**src/hdl/cfp_pkg.sv**
```systemverilog
`timescale 1ns / 1ps
`default_nettype none

package cfp_pkg;

  // frame geometry
  localparam int FRAME_BYTES = 256;
  localparam int HDR_BYTES   = 32;
  localparam int CHUNK_BYTES = FRAME_BYTES - HDR_BYTES;
  localparam int FRAME_WORDS = (FRAME_BYTES + 7) / 8;
  localparam int HDR_WORDS   = HDR_BYTES / 8;
  localparam int CHUNK_WORDS = (CHUNK_BYTES + 7) / 8;
  localparam int WORD_W      = $clog2(FRAME_WORDS);
  localparam int CWORD_W     = $clog2(CHUNK_WORDS);
  localparam int FILL_W      = $clog2(CHUNK_BYTES + 1);
  localparam int CMP_W       = WORD_W + FILL_W;

  // input word layout
  localparam int IN_TDATA_W = 264;
  localparam int LEN_W      = 24;

  // chunk count by reciprocal multiply
  localparam int DIV_X_W   = LEN_W + 1;
  localparam int DIV_SHIFT = 32;
  localparam longint unsigned DIV_M = (64'd1 << DIV_SHIFT) / CHUNK_BYTES;
  localparam int DIV_M_W   = $clog2(DIV_M + 1);
  localparam int PROD_W    = DIV_X_W + DIV_M_W;
  localparam int Q_W       = PROD_W - DIV_SHIFT;

  // job queue
  localparam int QUEUE_DEPTH = 2;
  localparam int QPTR_W      = $clog2(QUEUE_DEPTH);
  localparam int QCNT_W      = $clog2(QUEUE_DEPTH + 1);

  // header constants
  localparam logic [31:0] MAGIC      = 32'h424c5350;
  localparam logic [7:0]  VERSION    = 8'd1;
  localparam logic [7:0]  SUB_META   = 8'd1;
  localparam logic [7:0]  SUB_DATA   = 8'd2;
  localparam logic [15:0] META_LEN   = 16'd24;
  localparam logic [31:0] FMT_SCOPE  = 32'd2;
  localparam logic [31:0] FMT_LOGIC  = 32'd1;

  // commands and register indexes
  localparam logic CMD_START = 1'b0;
  localparam logic CMD_DATA  = 1'b1;
  localparam logic [0:0] REG_DSO_CODE = 1'd0;
  localparam logic [0:0] REG_MSO_CODE = 1'd1;

  typedef enum logic [1:0] {
    JOB_META,
    JOB_META_EMPTY,
    JOB_DATA
  } job_kind_t;

  typedef struct packed {
    job_kind_t          kind;
    logic [7:0]         instrument;
    logic [31:0]        capture_id;
    logic [15:0]        index;
    logic [15:0]        count;
    logic [FILL_W-1:0]  len;
    logic               last;
    logic               bank;
    logic [5:0][31:0]   meta;
  } job_t;

  typedef struct packed {
    logic               en;
    logic               bank;
    logic [CWORD_W-1:0] addr;
    logic [63:0]        data;
  } chunk_wr_t;

  typedef struct packed {
    logic en;
    logic bank;
  } bank_rel_t;

endpackage

`default_nettype wire

```
**src/hdl/cfp_job_fifo.sv**
```systemverilog
`timescale 1ns / 1ps
`default_nettype none

module cfp_job_fifo (
  input  wire logic           clk,
  input  wire logic           rst,
  input  wire logic           push,
  input  wire cfp_pkg::job_t  push_job,
  input  wire logic           pop,
  output logic                full,
  output logic                empty,
  output cfp_pkg::job_t       head
);
  import cfp_pkg::*;

  job_t              entry [QUEUE_DEPTH];
  logic [QPTR_W-1:0] wr_ptr;
  logic [QPTR_W-1:0] rd_ptr;
  logic [QCNT_W-1:0] count;
  logic              push_ok;
  logic              pop_ok;

  always_comb begin
    full    = (count == QCNT_W'(QUEUE_DEPTH));
    empty   = (count == '0);
    head    = entry[rd_ptr];
    push_ok = push && !full;
    pop_ok  = pop && !empty;
  end

  always_ff @(posedge clk) begin
    if (rst) begin
      wr_ptr <= '0;
      rd_ptr <= '0;
      count  <= '0;
    end else begin
      if (push_ok) begin
        entry[wr_ptr] <= push_job;
        wr_ptr <= (wr_ptr == QPTR_W'(QUEUE_DEPTH - 1)) ? '0 : wr_ptr + 1'b1;
      end
      if (pop_ok) begin
        rd_ptr <= (rd_ptr == QPTR_W'(QUEUE_DEPTH - 1)) ? '0 : rd_ptr + 1'b1;
      end
      count <= count + QCNT_W'(push_ok) - QCNT_W'(pop_ok);
    end
  end

endmodule

`default_nettype wire

```
**config.mk**
```make
export PLATFORM = sky130hd
export DESIGN_NAME = cfp_job_fifo
export DESIGN_NICKNAME = d
export VERILOG_FILES = /design/src/hdl/cfp_pkg.sv /design/src/hdl/cfp_job_fifo.sv
export SDC_FILE = /design/constraint.sdc
export NUM_CORES = 1
export LEC_CHECK = 0
export BUFFER_PORTS_ARGS = -buffer_cell sky130_fd_sc_hd__buf_2
export CORE_AREA = 4 4 259 159
export CTS_CLUSTER_DIAMETER = 50
export DETAILED_ROUTE_END_ITERATION = 16
export DIE_AREA = 0 0 263 163
export HOLD_SLACK_MARGIN = 0.1
export PLACE_DENSITY = 0.86
export SLEW_MARGIN = 10
export SYNTH_ARGS = -nofsm -noshare
export SYNTH_HDL_FRONTEND = slang
export SYNTH_SLANG_ARGS = --single-unit
```
**constraint.sdc**
```tcl
create_clock -name clk -period 51.9 [get_ports clk]
set_input_delay 15.57 -clock clk [delete_from_list [all_inputs] [get_ports clk]]
set_output_delay 15.57 -clock clk [all_outputs]
set_load 0.05 [all_outputs]
```
# After elaboration in Yosys (flattened, before gate mapping)
# Memories as Yosys holds them, arrays and structs flattened. A register that Yosys moved wholly into a read port is not among the register bits.
# Cells that the tools add are included.
# Widths: inputs -> output; s select.
# totals
regBits	4
output_inout_bits	278
mem_count	1
in_bits	280
ram_bits	552
elab_cells	21
# op_classes
mux	7
add_sub_neg	4
n_reduce_logical	5
eq_ne	1
# mem_list
memory	depth	width	read_ports	rd_ports_with_merged_regs	wr	line_no	rtl
entry	2	276	1	1	1	cfp_job_fifo.sv:16	job_t entry [QUEUE_DEPTH];
# ops
operator	n
$mux 1	7
$add 1x1->1 const B	2
$add 2x1->2	1
$eq 2x2->1 const B	1
$logic_and 1x1->1	2
$logic_not 1->1	2
$logic_not 2->1	1
$sub 2x1->2	1

# Logic depth before layout (Yosys ltp)
# logic_depth
word_depth	6
depth_mapped	8
mapped_depth_nobuf	8

# Worst setup path before layout
# Ideal clock, no wire load.
# synth_path
path_type	input-to-reg
from	input port rst
to	memory entry[1][0] (netlist bit), enable pin
path_stages	1
path_slack_ps	15082
required_ps	50587
setup_ps	1313
path_buffers	0
arrival_ps	35504
path_cell_list	nor3b_1
# synth_between
elab_chain_cells	2
# synth_rtl
element	line_no	rtl
start: declaration	cfp_job_fifo.sv:6	input wire logic rst,
$mux 1	cfp_job_fifo.sv:32	if (rst) begin
$mux 1 (not written as such)	cfp_job_fifo.sv:38	entry[wr_ptr] <= push_job;
end: declaration	cfp_job_fifo.sv:16	
# Every way passes these cells.

==> results.json <==
{
  "status": "finished, final reports clean",
  "period_minus_slack_ns": 19.58,
  "syn_nets": 1166,
  "grtUsageMet2_pct": 35.7,
  "use_met3_pct": 6.07,
  "start_util_pct": 54.5,
  "powerDensity_mw_per_mm2": 54.5,
  "fmax_mhz": 51.1,
  "die_h_um": 163,
  "place_ws_ns": 32.83,
  "synthAdderAreaFrac_pct": 0.118,
  "cts_tree": "done",
  "ys_warn_count": 0,
  "num_rows": 56,
  "synth_top_family_by_area": "multiplexers",
  "cp_cell_sequence": "buf_4, buf_4, mux2_4, buf_2",
  "hold_buffers": 0,
  "clockRootBuffer": "clkbuf_16",
  "gr-usage-all-layers_pct": 20.3,
  "synth_mux_area_share_pct": 19.0,
  "syn_area_mm2": 0.0212,
  "synth.area.top_cells": "edfxtp_1 78%, mux2_4 17%, mux2_2 2.0%",
  "gr-max-usage-layer": "met2",
  "slew-limit-headroom_pct": 11.2,
  "netlist_instances": 884,
  "grt_start_max_net_pins": 176,
  "port_buffers": 557,
  "synth_compound_area_share_pct": 0.0355,
  "setup_ws_ns": 32.32,
  "maxCapViolations": 0,
  "placed_area_mm2": 0.0244,
  "drt_iter0_drc": 902,
  "peakVddDrop_mv": 0.0399,
  "io_pins": 558,
  "drive_gt1_share_pct": 61.0,
  "drc": 0,
  "cts_max_level": 2,
  "async_flop_share_pct": 0,
  "routedWlPerCell_um": 22.4,
  "fill_cells": 2487,
  "setup_viol_count_final": 0,
  "vias": 10500,
  "synth_top_flop_cell": "edfxtp_1",
  "critPathMaxStageDelay_ns": 1.01,
  "fin_tns_setup_ns": 0,
  "hpwl_mm": 32.0,
  "start_kind": "flip-flop",
  "antenna_left": 0,
  "crit_family": "buffers and inverters",
  "worstMarginPinSlew_ns": 1.33,
  "hold_class": "reg -> reg",
  "place.gp.congestion": 0.843,
  "ys_ff_latch": 557,
  "cts_buffer_depth": 3,
  "cts.sinks": 557,
  "p_leak_nw": 10.0,
  "final_nets": 1754,
  "synth_xor_area_share_pct": 0.0828,
  "yosys.area.top_type": "edfxtp_1",
  "cp-end-kind": "primary output",
  "yosys-top-cells-count": "552 x edfxtp_1, 240 x mux2_4, 37 x mux2_2, 28 x buf_6",
  "detail_route.wirelength_mm": 45.7,
  "cp_slowest_cell": "dfxtp_4",
  "avgSynthCellArea_um2": 23.9,
  "synthSimpleGateAreaFrac_pct": 0.355,
  "insertion_delay_ns": 0.55,
  "area_delta_synth_final_pct": 22.8,
  "ys_types": 17,
  "path_clk_slew_ns": 0.06,
  "grt_pass1_wl_mm": 66.3,
  "grt_use_met1_pct": 24.0,
  "numCtsBuffers": 49,
  "postCtsSetupRepairBufs": 0,
  "first_pass_iters": 5,
  "drv_slew": 0,
  "finalHoldViolations": 0,
  "crit_top_cell": "buf_4",
  "antenna_found_initial": 12,
  "cp_data_required_time_ns": 36.33,
  "core-area_mm2": 0.0388,
  "cts-resized-gates": 0,
  "yosysSeqAreaShare_pct": 78.8,
  "dieArea_mm2": 0.0429,
  "crit_path_max_fanout": 65,
  "crit_arrival_ns": 4.01,
  "fin_crit_sh_pct": 37.7,
  "via_per_inst": 5.16,
  "overflow": 0,
  "synth-edff-count": 552,
  "yosys.area.top_type_share_pct": 78.4,
  "rsz0062_at_grt": "false",
  "path_buf_inv": 3,
  "post-route-util_pct": 66.9,
  "grt_pass1_vias": 11100,
  "path_class": "reg -> out",
  "die-width_um": 263,
  "fin_area_mm2": 0.0260,
  "skew_ns": 0.00893,
  "yosysMostFrequentCell": "edfxtp_1"
}
[where the power goes]
group	internal [mW]	switching, mW	total [mW]
clock	0.202	0.154	0.356
sequential	0.542	0.0197	0.562
combinational	0.159	0.338	0.497
total	0.904	0.512	1.42
[through the flow]
| stage | total power, mW | hold slack (ns) | instances |
|---|---|---|---|
| finish | 1.42 | 0.531 | 2038 |
| floorplan | 1.01 | 0.481 | 884 |
| CTS | 1.43 | 0.540 | 2034 |
| global route | 1.47 | 0.561 | 2038 |
| detailed placement | 1.07 | 0.514 | 1943 |
| global placement | 1.06 | 0.495 | 1943 |
[flip-flops by register name, indices dropped and copies added (netlist names), named ones only]
| name | cells |
|---|---|
| entry | 552 |
| count | 2 |
| rd_ptr | 1 |
| wr_ptr | 1 |
[metal layers]
| layer | up-vias | routed length (um) |
|---|---|---|
| li1 | 4705 | - |
| met1 | 5258 | 16600 |
| met2 | 464 | 23900 |
| met3 | 92 | 3650 |
| met4 | 6 | 1490 |
| met5 | - | 40 |
[final cells by class]
type	count	area (um^2)	area share, %
antenna	4	10.0	0.0385
clock buffer	64	1330	5.13
clock inverter	27	256	0.987
inverter	1	3.75	0.0145
multi-input combinational	295	4160	16.0
sequential	557	16700	64.2
tap	522	653	2.51
timing repair buffer	568	2880	11.1
[cells in the final DEF, fill, tap and decap left out, types with 3 or more instances in the layout]
cell type / synthesis / routed
buf_2: 3 / 557
edfxtp_1: 552 / 552
mux2_4: 240 / 240
clkbuf_16: 0 / 50
mux2_2: 37 / 37
clkbuf_1: 0 / 11
clkinv_2: 0 / 11
buf_4: 0 / 10
clkinv_1: 0 / 7
nor2_1: 5 / 5
diode_2: 0 / 4
bufinv_16: 0 / 4
dfxtp_1: 5 / 4
nor2b_1: 3 / 3
clkbuf_8: 0 / 3
clkinvlp_4: 0 / 3
[kinds of logic (layout without fill, tap and decap cells)]
group | count (synthesis) | after routing
other | 0 | 4
AOI/OAI and AO/OA | 1 | 1
DFF | 557 | 557
xor gates and xnor gates | 2 | 2
buffers and inverters | 32 | 660
muxes | 277 | 277
and+or+nand+nor | 13 | 13
adders and majority gates | 2 | 2
[final timing paths]
| check | cells past startpoint | to | from | slack [ns] |
|---|---|---|---|---|
| setup / recovery | 4 | head[139] | flip-flop | 32.32 |
| hold reg to reg | 2 | flip-flop | rd_ptr | 0.53 |
| setup reg to reg | 5 | entry[0][196] | count[1] | 49.06 |
| hold / removal | 2 | flip-flop | rd_ptr | 0.53 |
[worst reg2reg max path, stage by stage, from the launching register on]
cell      delay (ns)
dfxtp_1         0.35
nor2b_1         0.16
nand2b_4        0.18
nor3_2          0.14
buf_4           0.67
buf_4           0.90
Power figures use the tool's default switching activity.
