[src/hdl/cfp_pkg.sv]
`timescale 1ns / 1ps
`default_nettype none

package cfp_pkg;

  // frame geometry
  localparam int FRAME_BYTES = 256;
  localparam int HDR_BYTES   = 32;
  localparam int CHUNK_BYTES = FRAME_BYTES - HDR_BYTES;
  localparam int FRAME_WORDS = (FRAME_BYTES + 7) / 8;
  localparam int HDR_WORDS   = HDR_BYTES / 8;
  localparam int CHUNK_WORDS = (CHUNK_BYTES + 7) / 8;
  localparam int WORD_W      = $clog2(FRAME_WORDS);
  localparam int CWORD_W     = $clog2(CHUNK_WORDS);
  localparam int FILL_W      = $clog2(CHUNK_BYTES + 1);
  localparam int CMP_W       = WORD_W + FILL_W;

  // input word layout
  localparam int IN_TDATA_W = 264;
  localparam int LEN_W      = 24;

  // chunk count by reciprocal multiply
  localparam int DIV_X_W   = LEN_W + 1;
  localparam int DIV_SHIFT = 32;
  localparam longint unsigned DIV_M = (64'd1 << DIV_SHIFT) / CHUNK_BYTES;
  localparam int DIV_M_W   = $clog2(DIV_M + 1);
  localparam int PROD_W    = DIV_X_W + DIV_M_W;
  localparam int Q_W       = PROD_W - DIV_SHIFT;

  // job queue
  localparam int QUEUE_DEPTH = 2;
  localparam int QPTR_W      = $clog2(QUEUE_DEPTH);
  localparam int QCNT_W      = $clog2(QUEUE_DEPTH + 1);

  // header constants
  localparam logic [31:0] MAGIC      = 32'h424c5350;
  localparam logic [7:0]  VERSION    = 8'd1;
  localparam logic [7:0]  SUB_META   = 8'd1;
  localparam logic [7:0]  SUB_DATA   = 8'd2;
  localparam logic [15:0] META_LEN   = 16'd24;
  localparam logic [31:0] FMT_SCOPE  = 32'd2;
  localparam logic [31:0] FMT_LOGIC  = 32'd1;

  // commands and register indexes
  localparam logic CMD_START = 1'b0;
  localparam logic CMD_DATA  = 1'b1;
  localparam logic [0:0] REG_DSO_CODE = 1'd0;
  localparam logic [0:0] REG_MSO_CODE = 1'd1;

  typedef enum logic [1:0] {
    JOB_META,
    JOB_META_EMPTY,
    JOB_DATA
  } job_kind_t;

  typedef struct packed {
    job_kind_t          kind;
    logic [7:0]         instrument;
    logic [31:0]        capture_id;
    logic [15:0]        index;
    logic [15:0]        count;
    logic [FILL_W-1:0]  len;
    logic               last;
    logic               bank;
    logic [5:0][31:0]   meta;
  } job_t;

  typedef struct packed {
    logic               en;
    logic               bank;
    logic [CWORD_W-1:0] addr;
    logic [63:0]        data;
  } chunk_wr_t;

  typedef struct packed {
    logic en;
    logic bank;
  } bank_rel_t;

endpackage

`default_nettype wire

[src/hdl/cfp_emitter.sv]
`timescale 1ns / 1ps
`default_nettype none

module cfp_emitter (
  input  wire logic                  clk,
  input  wire logic                  rst,
  input  wire logic                  q_empty,
  input  wire cfp_pkg::job_t         head,
  output logic                       pop,
  input  wire cfp_pkg::chunk_wr_t    wr,
  output cfp_pkg::bank_rel_t         rel,
  output logic                       m_axis_tvalid,
  input  wire logic                  m_axis_tready,
  output logic [63:0]                m_axis_tdata,  // frame_word
  output logic [1:0]                 m_axis_tuser,  // frame_subtype, capture_end
  output logic                       m_axis_tlast
);
  import cfp_pkg::*;

  typedef enum logic [1:0] {
    B_IDLE,
    B_FETCH,
    B_LOAD,
    B_SEND
  } back_state_t;

  back_state_t       state;
  job_t              job;
  logic [WORD_W-1:0] w;
  logic              second;
  logic [63:0]       mem [2][CHUNK_WORDS];
  logic [63:0]       mem_q;

  logic              is_data;
  logic [7:0]        hdr_sub;
  logic [15:0]       hdr_idx;
  logic [15:0]       hdr_cnt;
  logic [15:0]       hdr_len;
  logic [WORD_W-1:0] p;
  logic [CMP_W-1:0]  words_used;
  logic              in_pay;
  logic              frame_end;
  logic              cap_end;
  logic [63:0]       word;

  always_comb begin
    pop     = (state == B_IDLE) && !q_empty;
    // second frame of an empty capture is its data frame
    is_data = (job.kind == JOB_DATA) || second;
    hdr_sub = is_data ? SUB_DATA : SUB_META;
    hdr_idx = is_data ? job.index : 16'd0;
    hdr_cnt = is_data ? job.count : 16'd0;
    hdr_len = is_data ? 16'(job.len) : META_LEN;

    p          = w - WORD_W'(HDR_WORDS);
    words_used = (CMP_W'(job.len) + CMP_W'(7)) >> 3;
    in_pay     = is_data && (w >= WORD_W'(HDR_WORDS)) && (CMP_W'(p) < words_used);
    frame_end  = (w == WORD_W'(FRAME_WORDS - 1));
    cap_end    = frame_end && is_data && job.last;

    priority if (w == WORD_W'(0)) begin
      word = {8'd0, hdr_sub, job.instrument, VERSION, MAGIC};
    end else if (w == WORD_W'(1)) begin
      word = {hdr_cnt, hdr_idx, job.capture_id};
    end else if (w == WORD_W'(2)) begin
      word = {48'd0, hdr_len};
    end else if (is_data) begin
      word = in_pay ? mem_q : 64'd0;
    end else if (w == WORD_W'(HDR_WORDS)) begin
      word = {job.meta[1], job.meta[0]};
    end else if (w == WORD_W'(HDR_WORDS + 1)) begin
      word = {job.meta[3], job.meta[2]};
    end else if (w == WORD_W'(HDR_WORDS + 2)) begin
      word = {job.meta[5], job.meta[4]};
    end else begin
      word = 64'd0;
    end

    rel.en   = (state == B_SEND) && m_axis_tready && frame_end && (job.kind == JOB_DATA);
    rel.bank = job.bank;
  end

  // two chunk banks: the front fills one while the other is sent
  always_ff @(posedge clk) begin
    if (wr.en) begin
      mem[wr.bank][wr.addr] <= wr.data;
    end
  end

  always_ff @(posedge clk) begin
    if (state == B_FETCH && in_pay) begin
      mem_q <= mem[job.bank][p[CWORD_W-1:0]];
    end
  end

  always_ff @(posedge clk) begin
    if (rst) begin
      state         <= B_IDLE;
      second        <= 1'b0;
      m_axis_tvalid <= 1'b0;
    end else begin
      unique case (state)
        B_IDLE: begin
          if (pop) begin
            job    <= head;
            w      <= '0;
            second <= 1'b0;
            state  <= B_FETCH;
          end
        end
        B_FETCH: begin
          state <= B_LOAD;
        end
        B_LOAD: begin
          m_axis_tdata  <= word;
          m_axis_tuser  <= {cap_end, is_data};
          m_axis_tlast  <= frame_end;
          m_axis_tvalid <= 1'b1;
          state         <= B_SEND;
        end
        B_SEND: begin
          if (m_axis_tready) begin
            m_axis_tvalid <= 1'b0;
            if (!frame_end) begin
              w     <= w + 1'b1;
              state <= B_FETCH;
            end else if (job.kind == JOB_META_EMPTY && !second) begin
              second <= 1'b1;
              w      <= '0;
              state  <= B_FETCH;
            end else begin
              state <= B_IDLE;
            end
          end
        end
        default: state <= B_IDLE;
      endcase
    end
  end

endmodule

`default_nettype wire

[config.mk]
export PLATFORM = sky130hd
export DESIGN_NAME = cfp_emitter
export DESIGN_NICKNAME = d
export VERILOG_FILES = /design/src/hdl/cfp_pkg.sv /design/src/hdl/cfp_emitter.sv
export SDC_FILE = /design/constraint.sdc
export NUM_CORES = 2
export LEC_CHECK = 0
export BUFFER_PORTS_ARGS = -buffer_cell sky130_fd_sc_hd__clkbuf_2
export CORE_MARGIN = 5
export CORE_UTILIZATION = 31
export CTS_CLUSTER_DIAMETER = 120
export CTS_CLUSTER_SIZE = 12
export DETAILED_ROUTE_END_ITERATION = 6
export PLACE_DENSITY_LB_ADDON = 0.25
export SLEW_MARGIN = 20
export SYNTH_ARGS = -nofsm -noshare
export SYNTH_HDL_FRONTEND = slang
export SYNTH_SLANG_ARGS = --single-unit
[constraint.sdc]
create_clock -name clk -period 29.8 [get_ports clk]
set_input_delay 2.98 -clock clk [delete_from_list [all_inputs] [get_ports clk]]
set_output_delay 2.98 -clock clk [all_outputs]
set_load 0.005 [all_outputs]
# After elaboration in Yosys (flattened, before gate mapping)
# Memories as Yosys holds them, arrays and structs flattened. A register that Yosys moved wholly into a read port is not among the register bits.
# Index checks and enable logic that the tools add are counted.
[classes]
add_sub_neg = 3
order_cmp = 5
n_eq_ne = 16
n_mux = 37
bitwise = 3
n_reduce_logical = 24
[ops]
columns = ["cell", "n"]
rows = [
  ["1792-bit two-way mux", 1],
  ["64-bit two-way mux", 10],
  ["64-bit binary-select mux with 5-bit select", 1],
  ["64-bit demux with 5-bit select", 1],
  ["56-bit two-way mux", 1],
  ["16-bit two-way mux", 2],
  ["5-bit two-way mux", 4],
  ["5-bit by 3-bit equality test with 1-bit output (second input constant)", 3],
  ["6-bit >= comparator (second input constant)", 2],
  ["5-bit inverter with 6-bit output", 2],
  ["1-bit logical AND", 11],
  ["5-bit case mux with 2 select lines", 1],
  ["5-bit AND reduction", 2],
  ["8-bit by 3-bit adder with 9-bit output (second input constant)", 1],
  ["1-bit two-way mux", 9],
  ["8-bit two-way mux", 1],
  ["2-bit case mux with 4 select lines", 1],
  ["2-bit equality test (second input constant)", 3],
  ["5-bit by 6-bit less-than comparator with 1-bit output", 1],
  ["6-bit by 1-bit less-than comparator with 1-bit output (second input constant)", 1],
  ["2-bit two-way mux", 3],
  ["2-bit inequality test (second input constant)", 3],
  ["2-bit AND reduction", 3],
  ["5-bit by 1-bit adder with 5-bit output (second input constant)", 1],
  ["other kinds (16)", 20],
]
[word_totals]
ff_bits = 416
ramBits = 3584
inputBits = 351
n_memories = 1
[mem_list]
columns = ["name", "depth", "word_bits", "rd", "rd_ports_with_merged_regs", "wr", "line", "rtl"]
rows = [
  ["mem", 2, 1792, 1, 1, 1, "cfp_emitter.sv:31", "logic [63:0] mem [2][CHUNK_WORDS];"],
]

# Longest topological paths before layout
[depth]
word_depth = 9
mapped_depth = 18

# Worst setup path after synthesis
# OpenSTA, ideal clock, no wires.
[synth_timing]
path_kind = "input port to flip-flop"
from = "input q_empty"
to = "register (tool-made name)"
setup_ps = 123
t_arrival_ps = 16861
path_slack_ps = 12816
stages = 3
path_cell_list = "nor2b_1 > nor2b_1 > mux2_2"
[synth_rtl]
columns = ["item", "line", "rtl"]
rows = [
  ["start, declared", "cfp_emitter.sv:7", "input wire logic q_empty,"],
]

==> metrics list <==
- Startpoint-to-endpoint class of the critical path: primary input to output port
* CTS max path bufs: 4
- Ranked by total cell area, the synthesized netlist is headed by edfxtp_1 79%, mux4_2 13%, mux2i_1 1.6%.
- After the last flow step, the layout net total stands at around 8,000.
- With fillers left out, the area of the finished cells amounts to 174,000 µm².
* Depth of the CTS H-tree: 5
- Worst slack after detailed placement: 23.06 ns
- The core region is 490,400 µm².
- For this run, global-route usage on met1 was measured as 25.74%.
* Worst slew margin relative to its limit: 22.25%
* DIE AREA: 506,600 µm²
- The worst setup path is launched from a primary input.
- After detailed routing, the number of remaining DRC violations is 1.
- TritonCTS sink count: 4,001
- The signal on the critical path passes through clkbuf_2, inv_1, nor3_1, clkbuf_2.
* Insertion delay of the later-clocked pin in the worst-skew pair: 0.97 ns
* Final count of negative-setup-slack endpoints: 0
- Half-perimeter wire length of the detailed placement result: just under 300,000 µm
- For the pin with the worst max-slew slack, the measured transition is 1.166 ns.
- Num rows: 257
- In the final routed layout, each cell accounts on average for 34.43 µm.
* Die W: 711.8 µm
* FFs w/ async S/R, synth: 0%
- In this design, the stage delay of the slowest critical-path cell is 0.21 ns.
* Total detailed-routing wirelength: between 400,000 and 500,000 µm
- Final Slew Violations: 0
- In the routed layout, each cell is associated on average with a via count of 5.430.
* Period utilization: 21.83%
- The first global-routing pass estimated 665,400 µm of wire.
* Post-synth net total: 7,348
- Violations in the final reports: DRC
- For the worst setup path, the data required time is 26.82 ns.
- Once placement finished, the instance area stood at 163,900 µm².
* Starting density of the core: a little under a third
- Post-Route Setup TNS: 0 ns
* Number of buffers added for setup after CTS: 0
- In this run, post-CTS hold repair placed 0 buffers.
- The total overflow left after global routing is 0.
- Power per standard cell area: 74.89 nW/µm²
* Data arrival at the endpoint of the critical path: roughly 3.5 ns
- The first detailed-routing pass ran for 7 iterations.
* Share of layout cells above drive strength 1: 27.27%
* Max-cap viol count: 0
* Portion of synthesized cell area occupied by the leading cell type: 78.60%
- On the final layout, the worst clock skew is ~0.056 ns.
- The Yosys step of the flow raised 0 warnings.
* FF+latch count, synth: 4,001
* CTS clock-pin slew for the worst setup and hold paths: 0.06 ns
* Distinct cells, synth: 57
- Root buf cell: clkbuf_16
- Seq. cell area: 120,100 µm²
* Port buffer count: roughly 420
- Total clock buffers created by CTS: 372
* Filler cells: between 40,000 and 50,000
- For this run, the share of the core covered by cells in the final layout is 35.48%.
* Global placement routability congestion: 0.8627
* IO Count: 422
- In the global route stage, met3 resource usage came out at 3.943%.
- Sort of element at the end of the critical path: output port
- For met2 alone, demand over resource in global routing was 30.57%.
- Setup repair after global routing left no endpoint under its margin.
- Cell repeated most along the worst path: clkbuf_2
- Via total after detailed routing: roughly 77,000
- Result of the run: finished with violations
- In this run, post-CTS repair resized a total of 0 instances.
- Peak ir drop on the vdd network: ~48 µV
* Combined global-route utilization of all metal layers: 18.76%
* Number of standard cells after synthesis: approximately 7,000
- Along the worst path, the maximum fanout reaches 3.
* Smallest setup slack after layout: ~23 ns
- Die span in y: 711.8 µm
* Antenna violations before repair: 84
- Summed over all cells, the static leakage comes to between 50 and 60 nW.
- After layout, the minimum clock period comes to approximately 6.5 ns.
- The area growth from synthesis to layout is 13.97%.
- Sequential area share after synthesis: 78.66%
* Final count of hold timing violations: 0
- The first routing iteration left 9,968 violations.
- Ys flop type: edfxtp_1
- Number of global-route vias before repair: 77,690
* Largest net degree at the start of global routing: 182
* Max frequency: 153.7 MHz
- Once detail routing completed, the nets flagged for antenna violations numbered 0.
- The min-delay analysis places its worst path in the category register to register.
- Of all cell types, the one taking the most synthesized area is edfxtp_1.
* Cell Area, Synth: 152,700 µm²
* TritonCTS clock tree: built
* Cell with the largest stage delay on the worst path: nor3_1
- Dividing the synthesized area by the synthesized cell count gives 21.87 µm².
* Area taken by multi-input logic gates: 31,110 µm²
* Layer carrying the most global-route usage: met2
- Counting flops with a built-in enable in the synthesized netlist gives 3,996.
## per-layer routing
metal | wire length [µm] | part of all wire (%)
met4 | 12870 | 2.6
met1 | 199900 | 41
met3 | 42190 | 8.6
met2 | 233400 | 48
met5 | 219 | 0.045
## power breakdown
group          internal, mW  switching [mW]
Sequential             6.35          0.0675
Combinational         0.792            1.54
Clock                  2.27            2.02
Total                  9.41            3.62
## cell usage in the layout, fill, tap and decap left out, drive strengths merged, types with 26 or more instances in the layout
cell type  count
nor3          32
inv           76
o21ai        185
o32ai         27
mux4         906
nand2        335
clkbuf       790
o221ai        28
edfxtp      3996
a21oi        199
a22oi         32
buf          278
mux2i        247
a221o         26
a221oi        76
nor2         159
nand3         62
o22ai         55
## through the flow
stage	total power [mW]	hold WS, ns	std cells
final	13.03	0.5134	14190
after global routing	13.47	0.5538	14170
after floorplan	7.832	0.4565	6980
after global placement	8.875	0.4648	13740
after detailed placement	8.888	0.5019	13750
after CTS	13.16	0.5114	14170
## sequential cells by signal, indices dropped and copies added, names as in the netlist, named ones only
| name | cells |
|---|---|
| rel | 1 |
| second | 1 |
| m_axis_tdata | 64 |
| job | 275 |
| mem_q | 64 |
| m_axis_tuser | 2 |
| m_axis_tlast | 1 |
| w | 5 |
| mem | 3584 |
| state | 2 |
| m_axis_tvalid | 1 |
## cells by family (layout without fill, tap and decap cells)
family	Yosys count	count (layout)	share of synthesized area [%]
fa+ha+maj	17	17	0.1393
flops	4001	4001	78.66
xor+xnor	7	7	0.04508
mux	1172	1172	15.12
compound gates	692	692	2.885
other cells	0	24	0
buf+inv	444	1157	1.328
simple gates	647	647	1.814
## critical path: cells and delay by family
family	cells	cell delay (ns)
buffers and inverters	3	0.33
and+or+nand+nor	1	0.21
## Yosys cell counts (3+ instances only)
library cell / n
edfxtp_1: 3996
and3_1: 3
o21ai_0: 162
mux2_2: 19
nand2_1: 335
buf_2: 98
o211ai_1: 17
o21ai_1: 23
o31ai_1: 3
clkbuf_1: 182
a41oi_1: 9
a221o_1: 26
nor3_1: 32
inv_1: 57
nand3_1: 62
nand2b_1: 6
dfxtp_1: 5
o32ai_1: 27
nand3b_1: 5
a21oi_1: 199
buf_1: 45
xor2_1: 4
ha_1: 17
a211oi_1: 14
o221ai_1: 28
mux2i_1: 247
mux4_2: 906
a21o_1: 6
a22oi_1: 32
buf_4: 53
buf_6: 5
o22ai_1: 55
nor3b_1: 3
nor2_1: 159
a31oi_1: 9
and3b_1: 19
nor2b_1: 11
a221oi_1: 76
## cell type report
| cell class | count | share of cell area (%) |
|---|---|---|
| clock buffers | 389 | 5.448 |
| inverters | 60 | 0.1438 |
| diodes | 24 | 0.03452 |
| flip-flops and latches | 4001 | 69.02 |
| repair buffers | 679 | 2.529 |
| clock inverters | 29 | 0.2891 |
| multi-input cells | 2535 | 17.88 |
| well taps | 6475 | 4.656 |
## path summary, 6_finish.rpt
kind / slack [ns] / endpoint / start / depth (start not counted)
hold reg to reg: 0.51 / m_axis_tvalid$_SDFFE_PP0P_ / m_axis_tvalid$_SDFFE_PP0P_ / 2
setup / recovery: 23.30 / rel[1] / m_axis_tready / 4
setup reg to reg: 23.33 / mem_q[58]$_DFFE_PP_ / register / 10
hold / removal: 0.51 / m_axis_tvalid$_SDFFE_PP0P_ / m_axis_tvalid$_SDFFE_PP0P_ / 2
No activity file was read; power rests on OpenSTA's default activity.
